**src/design/abat_mul.sv**
```systemverilog
// ----------------------------------------------------------------------------
// abat_mul
// Shared signed multiplier with a registered product, one result per cycle.
// ----------------------------------------------------------------------------
module abat_mul #(
	parameter int A_W = 24,
	parameter int B_W = 28
) (
	input  logic                     clk,
	input  logic signed [A_W-1:0]    a,
	input  logic signed [B_W-1:0]    b,
	output logic signed [A_W+B_W-1:0] prod
);

	// Register the product every cycle
	always_ff @(posedge clk) begin
		prod <= a * b;
	end

endmodule

```
**config.mk**
```make
export PLATFORM = sky130hd
export DESIGN_NAME = abat_mul
export DESIGN_NICKNAME = d
export VERILOG_FILES = /design/src/design/abat_mul.sv
export SDC_FILE = /design/constraint.sdc
export NUM_CORES = 2
export LEC_CHECK = 0
export ABC_AREA = 1
export BUFFER_PORTS_ARGS = -buffer_cell sky130_fd_sc_hd__buf_2
export CAP_MARGIN = 20
export CELL_PAD_IN_SITES_DETAIL_PLACEMENT = 0
export CELL_PAD_IN_SITES_GLOBAL_PLACEMENT = 1
export CORE_MARGIN = 8
export CORE_UTILIZATION = 35
export DETAILED_ROUTE_END_ITERATION = 16
export PLACE_DENSITY = 0.6
export SLEW_MARGIN = 25
export SYNTH_ARGS = -nofsm -noshare
export SYNTH_HDL_FRONTEND = slang
export SYNTH_SLANG_ARGS = --single-unit
```
**constraint.sdc**
```tcl
create_clock -name clk -period 9.4 [get_ports clk]
set_clock_uncertainty 0.1 [all_clocks]
set_input_delay 2.35 -clock clk [delete_from_list [all_inputs] [get_ports clk]]
set_output_delay 2.35 -clock clk [all_outputs]
set_load 0.01 [all_outputs]
```
==> flow_summary.yaml <==
synth:
  async_flop_share: 0
  syn_area_sq_um: 27400
  avgSynthCellArea_sq_um: 7.77
  synth-edff-count: 0
  syn_nets: 4415
  ys_seq_area_frac: 0.0380
  synth_cell_type_count: 27
  ys.flop_type: "dfxtp_1"
  yosys_warnings: 0
  netlist_instances: 3525
  synth_seq_cells: 52
cts:
  cts_setup_buffers: 0
  cts_resized: 0
  h-tree-depth: 2
  cts_tree: "done"
  clock-sinks: 52
  cts_buffers: 5
  root_buffer: "clkbuf_16"
  hold_buffers: 0
  path_clk_slew_ns: 0.09
  clockBufferDepth: 2
routing:
  drc: 0
  drtIter0Drc: 1044
  avgViaCountPerCell: 4.45
  ant_nets: 0
  wl_per_cell_um: 17.6
  first_pass_iters: 5
  routed_wirelength_um: 81500
  vias: 20600
layout:
  largest_reg_flops: 52
  layout.nets: 4471
  syn_to_final_growth_pct: 7.55
  drive_gt1_frac: 0.0790
  stdcell_count: 4624
  top_register: "prod"
  design_area_sq_um: 29500
  largestRegisters: "prod x52"
grt:
  grt_pass1_wl_um: 134000
  grt_max_degree: 29
  groute.usage.overall: 0.198
  grt_pass1_vias: 23000
  grt_remaining_overflow: 0
  antenna_found_initial: 1
run_status:
  status: "finished clean"
timing:
  worst_slack_ns: 0.773
  rsz0062_at_grt: "no"
  tns_ns: 0
  max_freq_mhz: 116
  final_max_slew_viol_count: 0
  hold_viol: 0
  finalSetupViolations: 0
  relSlewSlack: 0.407
  period_share: 0.918
  worst_slew_pin_slew_ns: 0.890
  period_needed_ns: 8.63
worst_setup_path:
  worstPathBufferInverterCount: 4
  path_max_fanout: 13
  worstPathRequired_ns: 9.50
  cp.arrival_ns: 8.73
  slowest_stage: "fa_1"
  cp-start-kind: "input port"
  crit_path_frequent_cell: "fa_1"
  slowest_delay_ns: 0.70
  cp_cell_sequence: "buf_2 -> nand2_1 -> inv_1 -> fa_1 -> fa_1 -> inv_1 -> fa_1 -> inv_1 -> fa_1 -> fa_1 -> fa_1 -> fa_1 -> ha_1 -> nand2_1 -> nor2_1 -> nand2_1 -> nor2_1 -> nand3_1 -> nand4_1 -> nand2_1"
  end_kind: "flop"
  critPathTopFamily: "adder cells"
  worstSetupPathType: "input port to flop"
floorplan:
  num_rows: 102
  die_x_um: 296
  ioPinCount: 105
  die_h_um: 296
  initial_utilization: 0.354
  die_area_sq_um: 87500
  core_sq_um: 77500
placed_design:
  dpl.hpwl_um: 72100
  placed_cell_area_sq_um: 29300
  gp_congestion: 0.881
  io_buffer_count: 104
  place_inst: 4614
  place_ws_ns: 0.385
min_path:
  hp-class: "input port to flop"
flow_run:
  maxCapViolations: 0
-- final timing paths --
path              depth (start not counted)  slack, ns                to   from
setup / recovery                         20       0.77  prod[44]$_DFF_P_  b[27]
hold / removal                            4       2.46   prod[0]$_DFF_P_   a[0]
-- layer usage --
layer,vias up,wire length (um),GRT usage
met3,53,2640,0.0124
met1,10500,40100,0.292
li1,9746,-,-
met5,-,0,0
met4,0,1320,0.0357
met2,312,37500,0.323
-- logic make-up after synthesis --
logic type,Yosys count,synth area share
buf+inv,1300,0.178
flops,52,0.0380
simple gates,1225,0.185
fa+ha+maj,837,0.573
xor+xnor,43,0.0137
compound gates,68,0.0127
-- through the flow --
step / util / hold WS [ns]
finish: 0.380 / 2.46
global route: 0.380 / 2.46
CTS: 0.380 / 2.46
detailed placement: 0.378 / 2.65
global placement: 0.378 / 2.65
floorplan: - / 2.47
-- area by class of cell --
class,count,area (sq um)
clock buffer,5,125
clock inverter,3,27.5
multi-input combinational,2173,21500
inverter,1173,4400
timing repair buffer,176,1090
sequential,52,1040
antenna,2,5.00
fill,8303,48000
tap,1040,1300
-- cell usage in the layout (no fill, tap or decap), types with 13 or more instances in the layout --
master and count:
inv_1 1157, buf_4 70, nor2_1 66, xnor2_1 15, dfxtp_1 52, nand2_2 35
nand2_1 1007, inv_2 15, ha_1 142, o21ai_0 13, nand4_1 20, xor2_1 28
buf_2 104, a21oi_1 50, nor2_2 13, fa_1 695, nand3_1 41
-- Yosys cell counts, types with 20 or more instances --
cell,number,area [sq um]
dfxtp_1,52,1040
ha_1,142,1780
xor2_1,28,245
nand2_2,35,219
nand4_1,20,125
fa_1,695,13900
inv_1,1157,4340
a21oi_1,50,250
clkbuf_1,88,330
nand2_1,1007,3780
nand3_1,41,205
buf_1,39,146
nor2_1,66,248
Power is left out: the tool's default activity adds up to more than one toggle a clock period on the data nets, which glitch-free logic cannot reach.
